### config.mk
export PLATFORM = sky130hd
export DESIGN_NAME = wdi_mac
export DESIGN_NICKNAME = d
export VERILOG_FILES = /design/src/rtl/wdi_pkg.sv /design/src/rtl/wdi_mac.sv
export SDC_FILE = /design/constraint.sdc
export NUM_CORES = 2
export LEC_CHECK = 0
export ABC_AREA = 1
export BUFFER_PORTS_ARGS = -buffer_cell sky130_fd_sc_hd__clkbuf_2
export CORE_UTILIZATION = 60
export CTS_CLUSTER_DIAMETER = 50
export DETAILED_ROUTE_END_ITERATION = 7
export PLACE_DENSITY = 0.81
export SLEW_MARGIN = 20
export SYNTH_ARGS = -nofsm -noshare
export SYNTH_HDL_FRONTEND = slang
export SYNTH_SLANG_ARGS = --single-unit
### constraint.sdc
create_clock -name clk -period 6.5 [get_ports clk]
set_input_delay 0.975 -clock clk [delete_from_list [all_inputs] [get_ports clk]]
set_output_delay 0.975 -clock clk [all_outputs]
set_load 0.05 [all_outputs]
### src/rtl/wdi_pkg.sv
// wdi_pkg: shared types and constants for the weighted donor interpolation core.
// No dependencies.

package wdi_pkg;

  localparam int NODES_MAX_DEF = 4096;
  localparam int VARS_MAX_DEF  = 8;

  localparam int VAL_W  = 32;
  localparam int WGT_W  = 18;
  localparam int PROD_W = VAL_W + WGT_W;
  localparam int FRAC_W = 16;
  localparam int TERM_W = PROD_W - FRAC_W;
  localparam int ACC_W  = 48;
  localparam int NODE_W = 12;
  localparam int VIDX_W = 3;
  localparam int NV_W   = 4;
  localparam int NN_W   = 13;
  localparam int ADDR_W = 17;
  localparam int CFGD_W = 13;
  localparam int CFGI_W = 2;
  localparam int PROC_W = 16;
  localparam int PNT_W  = 31;
  localparam int BLK_W  = 16;

  localparam logic [NN_W-1:0] NUM_NODES_RST = NN_W'(4096);
  localparam logic [NV_W-1:0] NUM_VARS_RST  = NV_W'(1);

  localparam logic LAYOUT_ROW    = 1'b0;
  localparam logic LAYOUT_COLUMN = 1'b1;

  localparam logic ACT_WRITE = 1'b0;
  localparam logic ACT_TERM  = 1'b1;

  typedef enum logic [CFGI_W-1:0] {
    CFG_NUM_VARS  = 2'd0,
    CFG_LAYOUT    = 2'd1,
    CFG_NUM_NODES = 2'd2
  } cfg_reg_t;

  typedef enum logic [2:0] {
    ST_IDLE,
    ST_WRITE,
    ST_ISSUE,
    ST_DRAIN,
    ST_EMIT
  } wdi_state_t;

  typedef struct packed {
    logic              wr;
    logic [ADDR_W-1:0] addr;
  } wdi_store_req_t;

endpackage

### src/rtl/wdi_mac.sv
// wdi_mac: registered value-by-weight product, floored to a Q18.16 term.
// Depends on wdi_pkg.

module wdi_mac
  import wdi_pkg::*;
(
  input  logic                     clk,
  input  logic                     en,
  input  logic                     ok,
  input  logic signed [VAL_W-1:0]  value,
  input  logic signed [WGT_W-1:0]  weight,
  output logic signed [TERM_W-1:0] term
);

  logic signed [PROD_W-1:0] product_r;
  logic signed [PROD_W-1:0] product_shr;

  always_ff @(posedge clk) begin
    if (en) begin
      product_r <= ok ? PROD_W'(value * weight) : '0;
    end
  end

  // arithmetic shift gives floor rounding
  assign product_shr = product_r >>> FRAC_W;
  assign term        = product_shr[TERM_W-1:0];

endmodule

==> summary.md <==
| Metric | Value |
|---|---|
| Number of global-route vias before repair | `20.59k` |
| Register area | `1021 sq um` |
| CTS tree | `built` |
| DRT iter0 DRCs | `1,289` |
| Biggest register | `product_r` |
| Max Used Layer | `met4` |
| Gr usage total | `0.3471` |
| Maximum clock frequency | `158.0 MHz` |
| Req. time, crit path | `6540 ps` |
| Port Buffers | `86` |
| Largest net degree at the start of global routing | `35` |
| Vias per inst | `5.263` |
| Clock buffer depth | `2` |
| Tightest Pin Transition | `928.9 ps` |
| CP max-delay cell | `fa_1` |
| Initial antenna violation count | `0` |
| Slew headroom | `0.3808` |
| RePlAce Congestion | `1.017` |
| Chip Height | `194.7 um` |
| Worst Setup SP | `value[31]` |
| # clock sinks | `34` |
| Final HPWL DP | `52,560 um` |
| Crit path top cell by count | `fa_1` |
| Worst Setup Path Type | `in -> reg` |
| EDFF count, synth | `34` |
| Fillers | `2,893` |
| Clock Tree Root | `clkbuf_16` |
| Async SR Flop Fraction | `0` |
| Final max-slew violation count | `0` |
| Most frequent cells after synthesis | `inv_1, nand2_1, fa_1` |
| WL met2 | `31,720 um` |
| # setup viols final | `0` |
| Fin crit share | `0.9739` |
| Startpoint types | `input pin` |
| Area growth, synth to finish | `12.96%` |
| Worst Hold Class | `in -> reg` |
| Synthesized area | `22,280 sq um` |
| Num CTS Buffers | `5` |
| Max Cap Viol | `0` |
| Antenna cells | `0` |
| Synth Flop Type | `edfxtp_1` |
| # nets final | `3,813` |
| Seq cells post-synth | `34` |
| Post-synth net total | `3,628` |
| Share of cells above drive strength 1 | `0.1226` |
| Routed wire length | `63,310 um` |
| Clock transition at the registers of the reported paths | `60 ps` |
| Largest cells by area after synthesis | `fa_1, inv_1, nand2_1` |
| RSZ-0062 raised after global routing | `true` |
| Multi-input gate area | `17,420 sq um` |
| DRT Pass-1 Iters | `5` |
| Max FO, Critical Path | `8` |
| Final Instance Area | `25,160 sq um` |
| Worst hold path stage count | `3` |
| Min cycle time layout | `6330 ps` |
| Starting Density | `0.6084` |
| Core area | `36,610 sq um` |
| # DRC | `0` |
| H-tree depth | `2` |
| Placed cell area | `24,690 sq um` |
| Synth top area share | `0.4961` |
| Largest registers | `product_r x34` |
| Drt wl/cell | `17.78 um` |
| Hold_sp | `ok` |
| Post-Syn Instances | `2,907` |
| Most common cell in the netlist | `inv_1` |
| Status | `finished clean` |
| Die Area | `37,900 sq um` |
| Avg Synthesized Cell Area | `7.663 sq um` |
| Final hold vios | `0` |
| Final antenna-violating net count | `0` |
| First-pass GRT wire length | `102,700 um` |
| Number of flip-flops in the largest register | `34` |
| Largest stage delay, worst path | `540 ps` |
| YS warnings | `0` |
| Met3 routed WL | `5664 um` |
| Register area share after synthesis | `0.04583` |
| Total congestion overflow | `0` |
| Io pins | `87` |
| DIE WIDTH | `194.7 um` |
| Cell taking the most area after synthesis | `fa_1` |
| CP endpoint kind | `flop` |
| Number of distinct library cells after synthesis | `34` |
| Arrival time worst endpoint | `6370 ps` |
| Met1 WL | `22,170 um` |
| Cell row count | `70` |
| Vias | `18.74k` |
## per-layer routing
| metal | vias up | track usage |
|---|---|---|
| li1 | 8421 | - |
| met1 | 9157 | 0.4146 |
| met2 | 891 | 0.6164 |
| met3 | 268 | 0.05223 |
| met4 | 0 | 0.1634 |
| met5 | - | 0 |
## worst max-delay path, delay by kind of cell
kind	cells	cell delay, ps
AND/OR/NAND/NOR	11	1190
buffers and inverters	7	870
adder cells (fa/ha/maj)	7	3330
## worst paths after layout
check / to
min: product_r[47]$_SDFFCE_PN0P_
max: product_r[46]$_SDFFCE_PN0P_
## repair_timing
| item | in CTS | in global routing |
|---|---|---|
| hold buffers | 0 | 0 |
| setup buffers | 0 | 5 |
| setup endpoints to repair | 0 | 20 |
| gates resized for setup | 0 | 65 |
## through the flow
stage               setup WS, ps  setup TNS (ps)  utilization  hold slack [ps]  cells
floorplan                  37.34               0            -             1088   2907
finish                     169.6               0       0.6873             1496   3560
CTS                        93.75               0       0.6781             1506   3550
global route              -64.19          -237.2       0.6873             1543   3560
detailed placement        -220.9           -1210       0.6744             1537   3543
global placement          -83.30          -231.4       0.6744             1536   3543
## cell usage in the layout, fill, tap and decap left out, types with 4 or more instances in the layout
cell type and instances:
ha_1 112, nand3b_1 4, buf_4 182, nor2_2 18, buf_12 29, or2_2 4
nand2_2 13, inv_2 4, o21ai_1 6, nand3_1 40, o21bai_1 4, a21oi_2 6
nor2_1 134, fa_1 549, clkbuf_4 10, nor3_2 6, edfxtp_1 34, a21oi_1 67
nand3_2 7, xnor2_1 6, nand2_1 783, clkbuf_16 10, o21ai_0 33, clkbuf_2 72
inv_1 925
## area by class of cell
| cell class | count | area share |
|---|---|---|
| Multi-Input combinational cell | 1822 | 0.6922 |
| Inverter | 929 | 0.1386 |
| Timing Repair Buffer | 300 | 0.1000 |
| Sequential cell | 34 | 0.04057 |
| Tap cell | 468 | 0.02327 |
| Clock buffer | 5 | 0.004972 |
| Clock inverter | 2 | 0.0003978 |
## logic make-up after synthesis
logic type	after synthesis	synth area share
AO/OA/AOI/OAI	125	0.02977
XOR/XNOR	9	0.003539
adder cells (fa/ha/maj)	668	0.5613
buffers and inverters	1051	0.1776
flip-flops	34	0.04584
AND/OR/NAND/NOR	1020	0.1820
Power is left out: the tool's default activity adds up to more than one toggle a clock period on the data nets, which glitch-free logic cannot reach.
